===== src/hdl/fbc_pkg.sv =====
// Shared types and constants for the framebuffer blit format converter.
package fbc_pkg;

    // Pixel format codes
    typedef enum logic [1:0] {
        FMT_XRGB    = 2'd0,
        FMT_XBGR    = 2'd1,
        FMT_RGB565  = 2'd2,
        FMT_INVALID = 2'd3
    } fmt_t;

    // Configuration register indexes
    typedef enum logic [2:0] {
        CFG_SRC_FORMAT = 3'd0,
        CFG_DST_FORMAT = 3'd1,
        CFG_SRC_WIDTH  = 3'd2,
        CFG_SRC_HEIGHT = 3'd3,
        CFG_SRC_STRIDE = 3'd4,
        CFG_DST_WIDTH  = 3'd5,
        CFG_DST_HEIGHT = 3'd6,
        CFG_DST_STRIDE = 3'd7
    } cfg_idx_t;

    localparam int unsigned DEF_MAX_DIMENSION = 4096;
    localparam int unsigned DEF_MAX_STRIDE    = 65535;

    localparam int PIXEL_W  = 32;
    localparam int DIM_W    = 13;
    localparam int STRIDE_W = 16;
    localparam int COUNT_W  = 12;
    localparam int OFFSET_W = 28;
    localparam int BYTES_W  = 3;
    localparam int CFG_IDX_W  = 3;
    localparam int CFG_DATA_W = 16;

    localparam int M_FIELDS_W = PIXEL_W + BYTES_W + 2 * OFFSET_W;
    localparam int M_TDATA_W  = ((M_FIELDS_W + 7) / 8) * 8;

    localparam logic [BYTES_W-1:0] BYTES_WIDE   = 3'd4;
    localparam logic [BYTES_W-1:0] BYTES_RGB565 = 3'd2;

endpackage


===== src/hdl/fbc_pixel_conv.sv =====
// Pixel unpack to 8-bit channels and repack into the destination format.
module fbc_pixel_conv (
    input  fbc_pkg::fmt_t                  src_fmt,
    input  fbc_pkg::fmt_t                  dst_fmt,
    input  logic [fbc_pkg::PIXEL_W-1:0]    src_pixel,
    output logic [fbc_pkg::PIXEL_W-1:0]    dst_pixel
);

    logic [7:0] red;
    logic [7:0] green;
    logic [7:0] blue;

    always_comb begin
        case (src_fmt)
            fbc_pkg::FMT_XRGB: begin
                blue  = src_pixel[7:0];
                green = src_pixel[15:8];
                red   = src_pixel[23:16];
            end
            fbc_pkg::FMT_XBGR: begin
                red   = src_pixel[7:0];
                green = src_pixel[15:8];
                blue  = src_pixel[23:16];
            end
            default: begin
                // widen 565 by replicating the top bits into the low bits
                red   = {src_pixel[15:11], src_pixel[15:13]};
                green = {src_pixel[10:5], src_pixel[10:9]};
                blue  = {src_pixel[4:0], src_pixel[4:2]};
            end
        endcase
    end

    always_comb begin
        case (dst_fmt)
            fbc_pkg::FMT_XRGB: dst_pixel = {8'd0, red, green, blue};
            fbc_pkg::FMT_XBGR: dst_pixel = {8'd0, blue, green, red};
            default:           dst_pixel = {16'd0, red[7:3], green[7:2], blue[7:3]};
        endcase
    end

endmodule


===== src/hdl/framebuffer_blit_format_convert.sv =====
// Framebuffer blit with pixel format conversion: top level, stream in and out.
// The result of an accepted request is registered and shows on m_tvalid in the cycle after it is accepted.
// Throughput: one pixel per cycle; s_tready is high whenever the result register is empty
// or being drained, so dropped pixels are also taken at one per cycle.
// Synchronous reset (aresetn low) clears config registers, counters, row bases, done and valid flags.
// Any configuration write restarts the region at the first pixel.
module framebuffer_blit_format_convert #(
    parameter int unsigned MAX_DIMENSION = fbc_pkg::DEF_MAX_DIMENSION,
    parameter int unsigned MAX_STRIDE    = fbc_pkg::DEF_MAX_STRIDE
) (
    input  logic                              aclk,
    input  logic                              aresetn,
    // configuration write port
    input  logic                              cfg_wr_en,
    input  logic [fbc_pkg::CFG_IDX_W-1:0]     cfg_addr,
    input  logic [fbc_pkg::CFG_DATA_W-1:0]    cfg_wdata,
    // source pixels
    input  logic                              s_tvalid,
    output logic                              s_tready,
    input  logic [fbc_pkg::PIXEL_W-1:0]       s_tdata,   // [31:0] source_pixel
    // converted pixels
    output logic                              m_tvalid,
    input  logic                              m_tready,
    // [31:0] dest_pixel, [34:32] dest_byte_count, [62:35] dest_offset,
    // [90:63] source_offset, [95:91] zero
    output logic [fbc_pkg::M_TDATA_W-1:0]     m_tdata,
    output logic                              m_tlast    // last_pixel
);

    localparam int CW = fbc_pkg::COUNT_W;
    localparam int DW = fbc_pkg::DIM_W;
    localparam int SW = fbc_pkg::STRIDE_W;
    localparam int OW = fbc_pkg::OFFSET_W;

    // configuration registers
    fbc_pkg::fmt_t   src_fmt_reg;
    fbc_pkg::fmt_t   dst_fmt_reg;
    logic [DW-1:0]   src_width_reg;
    logic [DW-1:0]   src_height_reg;
    logic [SW-1:0]   src_stride_reg;
    logic [DW-1:0]   dst_width_reg;
    logic [DW-1:0]   dst_height_reg;
    logic [SW-1:0]   dst_stride_reg;

    // traversal state
    logic [CW-1:0]   col_reg, col_next;
    logic [CW-1:0]   row_reg, row_next;
    logic [OW-1:0]   src_base_reg, src_base_next;
    logic [OW-1:0]   dst_base_reg, dst_base_next;
    logic            done_reg, done_next;

    // result register
    logic                          m_valid_reg;
    logic [fbc_pkg::PIXEL_W-1:0]   m_pixel_reg;
    logic [fbc_pkg::BYTES_W-1:0]   m_bytes_reg;
    logic [OW-1:0]                 m_dst_off_reg;
    logic [OW-1:0]                 m_src_off_reg;
    logic                          m_last_reg;

    logic            accept;
    logic            fmt_ok;
    logic [DW-1:0]   min_w, min_h, clip_w, clip_h;
    logic [SW-1:0]   clip_ss, clip_ds;
    logic            in_region, produce, run_out, end_col, is_last;
    logic [DW-1:0]   col_ext, row_ext;
    logic [OW-1:0]   src_col_off, dst_col_off;
    logic [fbc_pkg::BYTES_W-1:0]   dst_bytes;
    logic [fbc_pkg::PIXEL_W-1:0]   conv_pixel;

    assign accept   = s_tvalid && s_tready;
    assign s_tready = !m_valid_reg || m_tready;

    assign fmt_ok = (src_fmt_reg != fbc_pkg::FMT_INVALID)
                 && (dst_fmt_reg != fbc_pkg::FMT_INVALID)
                 && (src_stride_reg != '0) && (dst_stride_reg != '0);

    assign min_w  = (src_width_reg < dst_width_reg) ? src_width_reg : dst_width_reg;
    assign min_h  = (src_height_reg < dst_height_reg) ? src_height_reg : dst_height_reg;
    assign clip_w = ({19'd0, min_w} > 32'(MAX_DIMENSION)) ? MAX_DIMENSION[DW-1:0] : min_w;
    assign clip_h = ({19'd0, min_h} > 32'(MAX_DIMENSION)) ? MAX_DIMENSION[DW-1:0] : min_h;
    assign clip_ss = ({16'd0, src_stride_reg} > 32'(MAX_STRIDE))
                   ? MAX_STRIDE[SW-1:0] : src_stride_reg;
    assign clip_ds = ({16'd0, dst_stride_reg} > 32'(MAX_STRIDE))
                   ? MAX_STRIDE[SW-1:0] : dst_stride_reg;

    assign col_ext   = {1'b0, col_reg};
    assign row_ext   = {1'b0, row_reg};
    assign in_region = (col_ext < clip_w) && (row_ext < clip_h);
    assign produce   = fmt_ok && !done_reg && in_region;
    // position past the region: mark done, no result
    assign run_out   = fmt_ok && !done_reg && (clip_w != '0) && (clip_h != '0) && !in_region;
    assign end_col   = col_ext == (clip_w - DW'(1));
    assign is_last   = end_col && (row_ext == (clip_h - DW'(1)));

    assign src_col_off = (src_fmt_reg == fbc_pkg::FMT_RGB565)
                       ? {15'd0, col_reg, 1'b0} : {14'd0, col_reg, 2'b00};
    assign dst_col_off = (dst_fmt_reg == fbc_pkg::FMT_RGB565)
                       ? {15'd0, col_reg, 1'b0} : {14'd0, col_reg, 2'b00};
    assign dst_bytes   = (dst_fmt_reg == fbc_pkg::FMT_RGB565)
                       ? fbc_pkg::BYTES_RGB565 : fbc_pkg::BYTES_WIDE;

    fbc_pixel_conv u_conv (
        .src_fmt   (src_fmt_reg),
        .dst_fmt   (dst_fmt_reg),
        .src_pixel (s_tdata),
        .dst_pixel (conv_pixel)
    );

    always_comb begin
        col_next      = col_reg;
        row_next      = row_reg;
        src_base_next = src_base_reg;
        dst_base_next = dst_base_reg;
        done_next     = done_reg;
        if (cfg_wr_en) begin
            // any write restarts the region
            col_next      = '0;
            row_next      = '0;
            src_base_next = '0;
            dst_base_next = '0;
            done_next     = 1'b0;
        end else if (accept && produce) begin
            if (is_last) begin
                done_next = 1'b1;
            end else if (end_col) begin
                col_next      = '0;
                row_next      = row_reg + CW'(1);
                src_base_next = src_base_reg + {12'd0, clip_ss};
                dst_base_next = dst_base_reg + {12'd0, clip_ds};
            end else begin
                col_next = col_reg + CW'(1);
            end
        end else if (accept && run_out) begin
            done_next = 1'b1;
        end
    end

    always_ff @(posedge aclk) begin
        if (!aresetn) begin
            src_fmt_reg    <= fbc_pkg::FMT_XRGB;
            dst_fmt_reg    <= fbc_pkg::FMT_XRGB;
            src_width_reg  <= '0;
            src_height_reg <= '0;
            src_stride_reg <= '0;
            dst_width_reg  <= '0;
            dst_height_reg <= '0;
            dst_stride_reg <= '0;
        end else if (cfg_wr_en) begin
            unique case (fbc_pkg::cfg_idx_t'(cfg_addr))
                fbc_pkg::CFG_SRC_FORMAT: src_fmt_reg    <= fbc_pkg::fmt_t'(cfg_wdata[1:0]);
                fbc_pkg::CFG_DST_FORMAT: dst_fmt_reg    <= fbc_pkg::fmt_t'(cfg_wdata[1:0]);
                fbc_pkg::CFG_SRC_WIDTH:  src_width_reg  <= cfg_wdata[DW-1:0];
                fbc_pkg::CFG_SRC_HEIGHT: src_height_reg <= cfg_wdata[DW-1:0];
                fbc_pkg::CFG_SRC_STRIDE: src_stride_reg <= cfg_wdata[SW-1:0];
                fbc_pkg::CFG_DST_WIDTH:  dst_width_reg  <= cfg_wdata[DW-1:0];
                fbc_pkg::CFG_DST_HEIGHT: dst_height_reg <= cfg_wdata[DW-1:0];
                fbc_pkg::CFG_DST_STRIDE: dst_stride_reg <= cfg_wdata[SW-1:0];
                default: ;
            endcase
        end
    end

    always_ff @(posedge aclk) begin
        if (!aresetn) begin
            col_reg      <= '0;
            row_reg      <= '0;
            src_base_reg <= '0;
            dst_base_reg <= '0;
            done_reg     <= 1'b0;
            m_valid_reg  <= 1'b0;
        end else begin
            col_reg      <= col_next;
            row_reg      <= row_next;
            src_base_reg <= src_base_next;
            dst_base_reg <= dst_base_next;
            done_reg     <= done_next;
            if (s_tready) begin
                m_valid_reg <= accept && produce;
            end
        end
    end

    // load the result payload only when a request yields a pixel
    always_ff @(posedge aclk) begin
        if (accept && produce) begin
            m_pixel_reg   <= conv_pixel;
            m_bytes_reg   <= dst_bytes;
            m_dst_off_reg <= dst_base_reg + dst_col_off;
            m_src_off_reg <= src_base_reg + src_col_off;
            m_last_reg    <= is_last;
        end
    end

    assign m_tvalid = m_valid_reg;
    assign m_tlast  = m_last_reg;
    assign m_tdata  = {{(fbc_pkg::M_TDATA_W - fbc_pkg::M_FIELDS_W){1'b0}},
                       m_src_off_reg, m_dst_off_reg, m_bytes_reg, m_pixel_reg};

endmodule

===== config.mk =====
export PLATFORM = sky130hd
export DESIGN_NAME = framebuffer_blit_format_convert
export DESIGN_NICKNAME = d
export VERILOG_FILES = /design/src/hdl/fbc_pkg.sv /design/src/hdl/fbc_pixel_conv.sv /design/src/hdl/framebuffer_blit_format_convert.sv
export SDC_FILE = /design/constraint.sdc
export NUM_CORES = 1
export LEC_CHECK = 0
export BUFFER_PORTS_ARGS = -buffer_cell sky130_fd_sc_hd__buf_2
export CORE_ASPECT_RATIO = 2
export CORE_MARGIN = 4
export CORE_UTILIZATION = 60
export CTS_BUF_LIST = sky130_fd_sc_hd__clkbuf_2 sky130_fd_sc_hd__clkbuf_4 sky130_fd_sc_hd__clkbuf_8
export DETAILED_ROUTE_END_ITERATION = 7
export PLACE_DENSITY = 0.88
export SYNTH_ARGS = -nofsm -noshare
export SYNTH_HDL_FRONTEND = slang
export SYNTH_SLANG_ARGS = --single-unit

===== constraint.sdc =====
create_clock -name aclk -period 15.25 [get_ports aclk]
set_clock_uncertainty 0.2 [all_clocks]
set_input_delay 3.8125 -clock aclk [delete_from_list [all_inputs] [get_ports aclk]]
set_output_delay 3.8125 -clock aclk [all_outputs]
set_load 0.1 [all_outputs]

# Yosys cells after proc, flatten, opt, wreduce, memory -nomap -nowiden

Cells that the tools add are included.

Mux-type cells: 15
Bitwise logic cells: 2
Reductions and logical operators: 38
$lt $le $gt $ge: 6
Add/subtract/negate cells: 8
Equal/unequal tests: 16

Operator list:

| kind                  | number |
|---|---|
| $add 28x14->28        | 2 |
| $add 28x16->28        | 2 |
| $mux 13               | 4 |
| $pmux 24 s2           | 1 |
| $pmux 8 s2            | 2 |
| $reduce_bool 16->1    | 2 |
| $mux 14               | 2 |
| $eq 12x13->1          | 2 |
| $gt 13x13->1 const B  | 2 |
| $lt 12x13->1          | 2 |
| $lt 13x13->1          | 2 |
| $reduce_bool 13->1    | 2 |
| $sub 13x1->13 const B | 2 |
| $add 12x1->12 const B | 2 |
| $reduce_and 2->1      | 10 |
| $logic_and 1x1->1     | 13 |
| $eq 3x3->1 const B    | 4 |
| $mux 12               | 1 |
| $mux 8                | 1 |
| $eq 3x2->1 const B    | 2 |
| $ne 2x2->1 const B    | 3 |
| $eq 2x1->1 const B    | 2 |
| $eq 2x2->1 const B    | 2 |
| $logic_not 2->1       | 2 |
| other kinds (10)      | 16 |

Input port bits: 56
Register bits: 262
Output and inout bits: 99

# Longest topological paths before layout

Gate-level depths: netlist (run 1).

Word-level depth: 11
Depth in mapped cells: 27
Depth with buffers taken out: 21

# Modules after synthesis

Synthesis (run 1) repeated with hierarchy kept, for this count alone.

Cells, all modules: 1,913
Area, all modules: 17,122.7 µm²

Modules (own cells, without submodules):

| module                          | cells each | area each (µm²) | instances | sequential area each (µm²) |
|---|---|---|---|---|
| framebuffer_blit_format_convert | 1,803      | 15,982.8        | 1         | 6,135.9 |
| fbc_pixel_conv                  | 110        | 1,139.8         | 1         | 0.0 |

# Worst setup path before layout (run 1)

OpenSTA, ideal clock, no wires.

Kind: input to output
Start point: input port m_tready
End point: output port s_tready
Stages on the path: 1
Path buffers: 0
Path slack: 6.650 ns
Arrival time: 4.587 ns
Required time: 11.238 ns
Cells stage by stage: nand2b_1

Cells in the longest elaborated chain, start to end: 1

RTL lines:

| what             | line                                  | source |
|---|---|---|
| from (decl)      | framebuffer_blit_format_convert.sv:23 | `input logic m_tready,` |
| $logic_or 1x1->1 | framebuffer_blit_format_convert.sv:71 | `assign s_tready = !m_valid_reg \|\| m_tready;` |
| to (decl)        | framebuffer_blit_format_convert.sv:19 | `output logic s_tready,` |

No other way between the ends.

# Final worst setup path (run 1)

Ends and elaborated chain as after synthesis.

==> results of run 1 <==
-- worst register-to-register path, cell delays in order, from the launching register on --
cell	delay (ns)
dfxtp_1	0.56
inv_1	0.15
ha_1	0.21
a211oi_1	0.15
o21ai_0	0.17
a211oi_1	0.68
nand2_2	0.44
mux2i_1	0.23
buf_4	0.23
or2_2	0.32
inv_1	0.06
ha_1	0.13
nor2b_1	0.04
o21a_1	0.15
o21ai_0	0.13
nand2b_1	0.08
a2111oi_0	0.50
o211ai_1	0.32
a221o_1	0.66
or4_4	0.75
a211oi_4	0.95
buf_4	0.69
a31oi_1	0.20
a41o_1	0.24
-- logic make-up after synthesis --
group           after synthesis  synth area share
simple gates                720            0.2048
compound gates              447            0.1832
flops                       253            0.3473
buf+inv                     190           0.04666
mux                         126           0.07784
fa+ha+maj                   114           0.08580
xor+xnor                    105           0.05418
other cells                   1         0.0002209
-- cells in the final DEF, fill, tap and decap left out, types with 36 or more instances in the layout --
master    synthesis  routed
a21boi_0         89      89
a21oi_1          93      93
buf_2            12     132
clkbuf_8          0      40
dfxtp_1         170     170
edfxtp_1         83      83
ha_1            110     110
inv_1            73      72
mux2_2           38      38
mux2i_1          87      87
nand2_1         289     289
nand2b_1         37      36
nand3_1          44      44
nor2_1          118     118
nor3_1           41      41
o21ai_0          77      77
xnor2_1          71      71
-- power by group --
part	switching, mW	total [mW]	internal (mW)
sequential	0.00872	0.712	0.703
combinational	0.176	0.250	0.0744
clock	0.258	0.557	0.299
-- final timing paths --
| path | startpoint | end | slack (ns) | cells past startpoint |
|---|---|---|---|---|
| setup reg to reg | dst_height_reg[6] | row_reg[9] | 6.91 | 23 |
| setup / recovery | m_tready | s_tready | 6.78 | 3 |
| hold reg to reg | done_reg | done_reg | 0.27 | 2 |
| hold / removal | done_reg | done_reg | 0.27 | 2 |
-- layout make-up --
type / count / area share
well taps: 352 / 0.02385
clock inverters: 12 / 0.005624
diodes: 2 / 0.0002711
repair buffers: 147 / 0.04188
flip-flops and latches: 253 / 0.3193
inverters: 73 / 0.01491
multi-input cells: 1526 / 0.5603
clock buffers: 50 / 0.03388
-- per-layer routing --
metal,vias up,global-route usage,share of wire
met5,-,0,0
met4,0,0.2445,0.091
met3,268,0.04152,0.065
met2,740,0.5495,0.51
met1,7169,0.2868,0.33
li1,7168,-,-
==> results by group, run 1 <==
Status
  – Status: completed

Setup path
  – Buf/Inv on CP: 2
  – Startpoint type of the worst setup path: input pin
  – Critical path cell sequence: buf_2, nand2b_1, buf_2
  – Crit path max fanout: 3
  – Critical path class: in -> out
  – Cell mode on critical path: buf_2
  – Slowest stage delay, CP: 0.44 ns
  – Worst path required time: 11.24 ns
  – Critical-path top delay cell: buf_2
  – Largest delay share family, worst path: buffers and inverters
  – Crit end category: primary output
  – Worst path arrival time: 4.46 ns

Placement
  – HPWL after DPL: 35470 um
  – Post-Place Cells: between 2000 and 2500
  – Final GP Congestion: ~1
  – Dpl cell area: about 18000 um^2
  – Port Buf Inserts: 132
  – Setup WS pre-CTS: 6.785 ns

Cells and area
  – Area of the multi-input gates: ~10000 um^2
  – Nets: around 2200
  – Fillers: 2192
  – Area Growth Syn to Fin: 8.780%
  – Finished Core Util: 0.6651
  – Final instance area: 18460 um^2
  – Storage element area: between 5000 and 6000 um^2
  – Share of cells above drive strength 1: 0.1373
  – Post-Layout Cell Count: 2415

Global routing
  – Total GRT Usage: 0.2979
  – Initial antenna violation count: 2
  – Grt ovf: 0
  – First-pass GRT wire length: 75180 um
  – Pin count of the biggest net entering global routing: 92
  – Vias in the first global route: 15330

Detailed routing
  – TritonRoute pass-1 iters: 6
  – Residual DRC count: 0
  – Iter 0 DRT Violations: 1012
  – DRT Wirelength: approximately 48000 um
  – DR vias/cell: 6.354
  – Antenna-violating nets left: 0
  – Wire length per cell: 19.77 um
  – Vias: 15350

CTS
  – Setup bufs post-CTS: 0
  – CTS buffer count: 36
  – Clock transition at path regs: about 0.060 ns
  – Max H-tree Level: 2
  – CTS tree: built
  – Post-cts sizing count: 0
  – Bufs on Longest Clock Path: 3
  – CTS Sinks: ~250
  – Root Driver: clkbuf_8
  – Clk_lat worst skew: roughly 0.55 ns
  – CTS Hold Bufs: 0

Yosys
  – Area contributors post-synth: dfxtp_1, edfxtp_1, ha_1
  – Async SR Flop Fraction: 0
  – Synth Area per Inst: 8.678 um^2
  – Post-synth top flop: dfxtp_1
  – Top-count cell post-synth: nand2_1
  – Cells after Synth: a little under 2000
  – Yosys top cell area share: 0.2005
  – Most instantiated cells after synthesis: nand2_1, dfxtp_1, nor2_1, ha_1, a21oi_1
  – YS warnings: 0
  – Largest area contributor in the netlist: dfxtp_1
  – Netlist Area Pre-Place: 16970 um^2
  – Sequential area share after synthesis: 0.3473
  – Distinct cells, synth: 81
  – #FFs+latches synth: 253
  – EDFF count, synth: 83

STA
  – Max-slew violations: 0
  – Tcrit/Tclk final: 0.5553
  – Final Setup Violations: 0
  – Number of hold violations in the final report: 0
  – Tightest Pin Transition: 1.144 ns
  – Setup WS post-layout: 6.781 ns
  – Tmin final: 8.469 ns
  – Achievable Freq: 0.1181 GHz
  – RSZ-0062 raised after global routing: false
  – Max-slew headroom: 0.2361
  – Setup TNS: 0 ns
  – Hold WS: 0.2651 ns

Job
  – Max-Cap Viols: 0

Min path
  – Hold Crit Class: reg -> reg

Pwr
  – Leak Pwr: 7.030 nW
  – Pwr dens: a little over 80 nW/um^2
  – Tot Pwr: 1.519 mW
  – Worst ir drop on vdd: 0.05060 mV

Die
  – # rows: 86
  – Initial Util: 0.6114
  – Core region area: between 20000 and 30000 um^2
  – Vert. Die Dim: around 250 um
  – Die Wd: 126.9 um
  – Full die area: 31210 um^2
  – Io pins: approximately 160
(Power assumes the default switching activity.)
==> run 2, diff against run 1 <==
Settings changed: CORE_UTILIZATION 60 to 56, PLACE_DENSITY 0.88 to 0.87.
Clock period 15.25 ns to 7.6 ns, I/O delays scaled along.
==> run 2 against run 1 <==
Against the previous run:
- critical path depth is 20 higher
- setup slack got worse by 5.9 ns
- combinational power increased by 110%
- sequential share of layout area fell by 0.42 points
- final cell count is 1.7% higher
- critical path type is now reg -> reg
- critical endpoint is now src_base_reg[18]
- highest routed layer unchanged
==> results by group, run 2 (synthesis gave the netlist of run 1 again) <==
Status
  – Status: completed

Die
  – Core region area: 29730 um^2
  – # rows: 89
  – Vert. Die Dim: 254.2 um
  – Die Wd: 131.1 um
  – Full die area: 33330 um^2
  – Initial Util: 0.5709
  – Io pins: 155

Cells and area
  – Nets: 2234
  – Commonest non-fill, non-tap cell in the layout: nand2_1
  – Area Growth Syn to Fin: 10.24%
  – Post-Layout Cell Count: around 2500
  – Share of cells above drive strength 1: 0.1498
  – Fillers: about 2500
  – Commonest cells after routing, fill and taps aside: nand2_1, dfxtp_1, buf_2

STA
  – Achievable Freq: approximately 0.15 GHz
  – Tmin final: 6.724 ns
  – Setup TNS: 0 ns
  – Final Setup Violations: 0
  – Tcrit/Tclk final: 0.8847
  – Tightest Pin Transition: between 1 and 1.5 ns
  – Number of hold violations in the final report: 0
  – Max-slew headroom: 0.2717
  – RSZ-0062 raised after global routing: false
  – Max-slew violations: 0

Setup path
  – Largest delay share family, worst path: compound AO/OA/AOI/OAI gates
  – Crit path max fanout: 12
  – Worst path required time: slightly below 8 ns
  – Worst path arrival time: 6.95 ns
  – Crit end category: flop
  – Buf/Inv on CP: 4
  – Startpoint type of the worst setup path: flop
  – Critical path cell sequence: inv_1, ha_1, nand4_1, a21oi_1, a211oi_1, nand2_2, mux2i_1, buf_4, or2_2, inv_1, ha_1, nor2b_1, o21a_1, o21ai_0, nand2b_1, a2111oi_0, o211ai_1, a221o_1, or4_4, a211o_4, buf_4, o311ai_0, o41ai_1
  – Critical-path top delay cell: a211oi_1
  – Critical path class: reg -> reg
  – Slowest stage delay, CP: 0.76 ns

CTS
  – Bufs on Longest Clock Path: 3
  – Max H-tree Level: 2
  – Setup bufs post-CTS: 0
  – Clk_lat worst skew: 0.58 ns
  – Post-cts sizing count: 0
  – Clock transition at path regs: 0.07 ns
  – CTS tree: built
  – CTS Sinks: 253
  – CTS buffer count: 37
  – Root Driver: clkbuf_8
  – CTS Hold Bufs: 0

Placement
  – Port Buf Inserts: ~130
  – Post-Place Cells: 2389
  – HPWL after DPL: 36160 um
  – Final GP Congestion: 0.9986

Global routing
  – Vias in the first global route: 15430
  – Grt ovf: 0
  – Total GRT Usage: 0.2800
  – First-pass GRT wire length: 76030 um
  – Busiest layer in global routing: met2
  – Initial antenna violation count: 2
  – Pin count of the biggest net entering global routing: 92
  – GR Util met3: 0.03810
  – GR Util met1: 0.2651
  – M2 GR Usage: 0.5273

Pwr
  – Pwr dens: 163.5 nW/um^2
  – Worst ir drop on vdd: 0.1237 mV
  – Cell Int Power: ~2.1 mW
  – Clk network pwr share: 0.365
  – Combinational Power Share: 0.170
  – Leak Pwr: a little over 7 nW
  – Sw Share: 0.3049
  – Sequential share of power: 0.465
  – Net Switching: around 0.93 mW

Detailed routing
  – Iter 0 DRT Violations: 1110
  – DRT Wirelength: 47950 um
  – Vias: around 15000
  – Residual DRC count: 0
  – Antenna-violating nets left: 0
  – DR vias/cell: 6.219
  – TritonRoute pass-1 iters: 7
  – Wire length per cell: 19.52 um

Min path
  – Hold Crit Class: reg -> reg

Job
  – Max-Cap Viols: 0
-- run 2: cell count changes in the layout (fill, tap and decap cells not counted) --
cell,delta
buf_12,+3
buf_4,+23
bufinv_16,-1
clkbuf_4,-6
clkbuf_8,+1
clkinv_1,-1
clkinv_2,+4
clkinvlp_4,+6
-- run 2: layer usage --
metal	vias to the layer above	wire, um
met3	264	2893
met4	0	4490
met1	7081	16080
met5	-	0
met2	707	24490
li1	7222	-
-- run 2: worst reg2reg max path, stage by stage (launching register included) --
cell and delay (ns):
dfxtp_1 0.48, inv_1 0.21, ha_1 0.33, nand4_1 0.12
a21oi_1 0.10, a211oi_1 0.77, nand2_2 0.19, mux2i_1 0.18
buf_4 0.21, or2_2 0.31, inv_1 0.06, ha_1 0.13
nor2b_1 0.04, o21a_1 0.16, o21ai_0 0.17, nand2b_1 0.09
a2111oi_0 0.42, o211ai_1 0.21, a221o_1 0.47, or4_4 0.70
a211o_4 0.39, buf_4 0.19, o311ai_0 0.35, o41ai_1 0.12
-- run 2: power groups by stage --
stage / Clock, mW / Sequential [mW] / Combinational (mW)
after floorplan: 0 / 1.51 / 0.321
after global placement: 0 / 1.45 / 0.501
after detailed placement: 0 / 1.45 / 0.509
after CTS: 1.13 / 1.42 / 0.511
after global routing: 1.18 / 1.43 / 0.553
final: 1.12 / 1.42 / 0.519
-- run 2: final timing paths --
kind / startpoint / endpoint / slack, ns / cells after the start
setup / recovery: dst_height_reg[12] / src_base_reg[18] / 0.88 / 23
hold / removal: dst_base_reg[0] / m_dst_off_reg[0] / 0.26 / 0
setup reg to reg: dst_height_reg[12] / src_base_reg[18] / 0.88 / 23
hold reg to reg: dst_base_reg[0] / m_dst_off_reg[0] / 0.26 / 0
-- run 2: layout make-up --
type,instances,area [um^2],area share
multi-input combinational,1526,10340,0.5529
sequential,253,5896,0.3151
timing repair buffer,173,1006,0.05376
clock buffer,45,594.3,0.03176
tap,364,455.4,0.02434
inverter,73,275.3,0.01471
clock inverter,20,135.1,0.007222
antenna,2,5.005,0.0002675
-- run 2: stage by stage --
stage          worst slack, ns  total power, mW    util  instance area (um^2)  hold slack [ns]
6_report                0.8764            3.060  0.6293                 18710           0.2631
5_1_grt                 0.5047            3.157  0.6293                 18710           0.2885
4_1_cts                 0.9180            3.068  0.6292                 18710           0.2682
3_5_place_dp            0.9424            1.963  0.6046                 17980           0.2682
3_3_place_gp             1.011            1.954  0.6046                 17980           0.2493
2_1_floorplan            1.119            1.829       -                 17020           0.2360
==> run 3, diff against run 2 <==
Settings changed: CORE_UTILIZATION 56 to 60, PLACE_DENSITY 0.87 to 0.88.
Clock period 7.6 ns to 7.1 ns, I/O delays scaled along.
==> run 3 against run 2 <==
Against the previous run:
- hold slack gained 0.013 ns
- die area fell by 6.4%
- wire length up 0.35%
- via count fell by 0.20%
- final cell count is 0.69% lower
- global-route usage increased by 2.3 points
- utilization is 4.5 points higher
- setup slack got worse by 0.11 ns
- count of clock-buffer cells in the layout increased by 7
- critical path depth decreased by 1
- highest routed layer unchanged
==> results by group, run 3 (synthesis gave the netlist of run 1 again) <==
Status
  – Status: completed

Pwr
  – Pwr dens: 178.1 nW/um^2
  – Leak Pwr: 7.173 nW
  – Worst ir drop on vdd: 0.1492 mV

Die
  – Io pins: 155
  – Initial Util: 0.6114
  – # rows: 86
  – Vert. Die Dim: 245.9 um
  – Core region area: 27760 um^2
  – Full die area: between 30000 and 40000 um^2
  – Die Wd: 126.9 um

STA
  – Max-slew headroom: 0.2562
  – Max-slew violations: 0
  – Tmin final: 6.337 ns
  – Number of hold violations in the final report: 0
  – Setup TNS: 0 ns
  – RSZ-0062 raised after global routing: false
  – Tightest Pin Transition: about 1.1 ns
  – Achievable Freq: between 0.15 and 0.2 GHz
  – Final Setup Violations: 0
  – Tcrit/Tclk final: 0.8926

Detailed routing
  – Residual DRC count: 0
  – DRT Wirelength: 48120 um
  – TritonRoute pass-1 iters: 8
  – Vias: 15240
  – Antenna-violating nets left: 0
  – DR vias/cell: 6.250
  – Wire length per cell: 19.73 um
  – Iter 0 DRT Violations: 976

Cells and area
  – Fillers: 2208
  – Share of cells above drive strength 1: 0.1496
  – Post-Layout Cell Count: 2439
  – Nets: 2230
  – Commonest cells after routing, fill and taps aside: nand2_1, dfxtp_1, buf_2
  – Area of the multi-input gates: 10340 um^2
  – Commonest non-fill, non-tap cell in the layout: nand2_1
  – Storage element area: 5896 um^2
  – Area Growth Syn to Fin: 10.23%

Setup path
  – Cell mode on critical path: o21ai_0
  – Worst path arrival time: roughly 6.6 ns
  – Startpoint type of the worst setup path: flop
  – Critical path cell sequence: inv_1, ha_1, o21ai_0, o21ai_0, nand3_1, nand2_2, mux2i_1, a21o_1, ha_1, nor2b_1, o21a_1, o21ai_0, nand2b_1, a2111oi_0, o211ai_1, a221o_1, or4_4, a211oi_4, buf_12, buf_12, mux2i_1, nor2_1
  – Buf/Inv on CP: 3
  – Crit path max fanout: 42
  – Critical-path top delay cell: or4_4
  – Slowest stage delay, CP: approximately 0.64 ns
  – Crit end category: flop
  – Largest delay share family, worst path: compound AO/OA/AOI/OAI gates
  – Critical path class: reg -> reg
  – Worst path required time: about 7.3 ns

Placement
  – Port Buf Inserts: 132
  – Final GP Congestion: 1.008
  – Post-Place Cells: approximately 2400
  – HPWL after DPL: about 36000 um

CTS
  – CTS tree: built
  – Clk_lat worst skew: 0.56 ns
  – Max H-tree Level: 2
  – Bufs on Longest Clock Path: 3
  – Root Driver: clkbuf_8
  – Post-cts sizing count: 0
  – Clock transition at path regs: 0.07 ns
  – CTS Sinks: 253
  – CTS Hold Bufs: 0
  – Setup bufs post-CTS: 0
  – CTS buffer count: 36

Global routing
  – Vias in the first global route: 15330
  – Pin count of the biggest net entering global routing: 92
  – Initial antenna violation count: 1
  – Total GRT Usage: 0.3027
  – Grt ovf: 0
  – First-pass GRT wire length: 76410 um

Job
  – Max-Cap Viols: 0

Min path
  – Hold Crit Class: reg -> reg
run 3: cell count changes in the layout (fill, tap and decap cells not counted), moves of 2 or more:
cell,delta
clkinv_2,-2
clkbuf_4,+6
clkinv_1,-3
buf_4,-3
clkinvlp_4,-5
run 3: report_power, final:
part / switching [mW] / total [mW] / internal [mW] / leakage [nW]
registers: 0.0163 / 1.53 / 1.51 / 2.02
clock network: 0.576 / 1.25 / 0.669 / 0.410
logic: 0.386 / 0.561 / 0.175 / 4.74
total: 0.978 / 3.33 / 2.35 / 7.17
run 3: worst paths after layout:
kind	from	to	slack, ns	cells past startpoint
worst max-delay path	dst_height_reg[2]	dst_base_reg[2]	0.76	22
worst max register to register	dst_height_reg[2]	dst_base_reg[2]	0.76	22
worst min register to register	dst_base_reg[0]	m_dst_off_reg[0]	0.28	0
worst min-delay path	dst_base_reg[0]	m_dst_off_reg[0]	0.28	0
run 3: routing by layer:
metal,vias up,wire length [um],global-route usage
met4,0,3945,0.2173
met5,-,0,0
met3,234,3155,0.04674
li1,7211,-,-
met1,7084,16040,0.2968
met2,714,24980,0.5643
run 3: final cells by class:
type / instances / share of cell area
antenna: 1 / 0.0001337
clock inverter: 12 / 0.006152
inverter: 73 / 0.01471
timing repair buffer: 170 / 0.05256
tap: 352 / 0.02354
sequential: 253 / 0.3151
multi-input combinational: 1526 / 0.5529
clock buffer: 52 / 0.03491
run 3: worst register-to-register path, cell delays in order, from the launching register on:
cell and delay (ns):
dfxtp_1 0.46, inv_1 0.16, ha_1 0.30, o21ai_0 0.06, o21ai_0 0.38, nand3_1 0.33
nand2_2 0.21, mux2i_1 0.35, a21o_1 0.16, ha_1 0.23, nor2b_1 0.13, o21a_1 0.16
o21ai_0 0.17, nand2b_1 0.08, a2111oi_0 0.41, o211ai_1 0.27, a221o_1 0.39, or4_4 0.65
a211oi_4 0.29, buf_12 0.28, buf_12 0.21, mux2i_1 0.24, nor2_1 0.07
run 3: through the flow:
step                utilization  cell area (um^2)  hold slack (ns)  power, mW  setup WS (ns)
finish                   0.6740             18710           0.2765      3.332         0.7629
global route             0.6740             18710           0.2846      3.447         0.4274
CTS                      0.6739             18710           0.2664      3.334         0.7980
detailed placement       0.6462             17940           0.2611      2.107         0.8064
global placement         0.6462             17940           0.2479      2.098         0.9272
floorplan                     -             17020           0.2360      1.958         0.6188
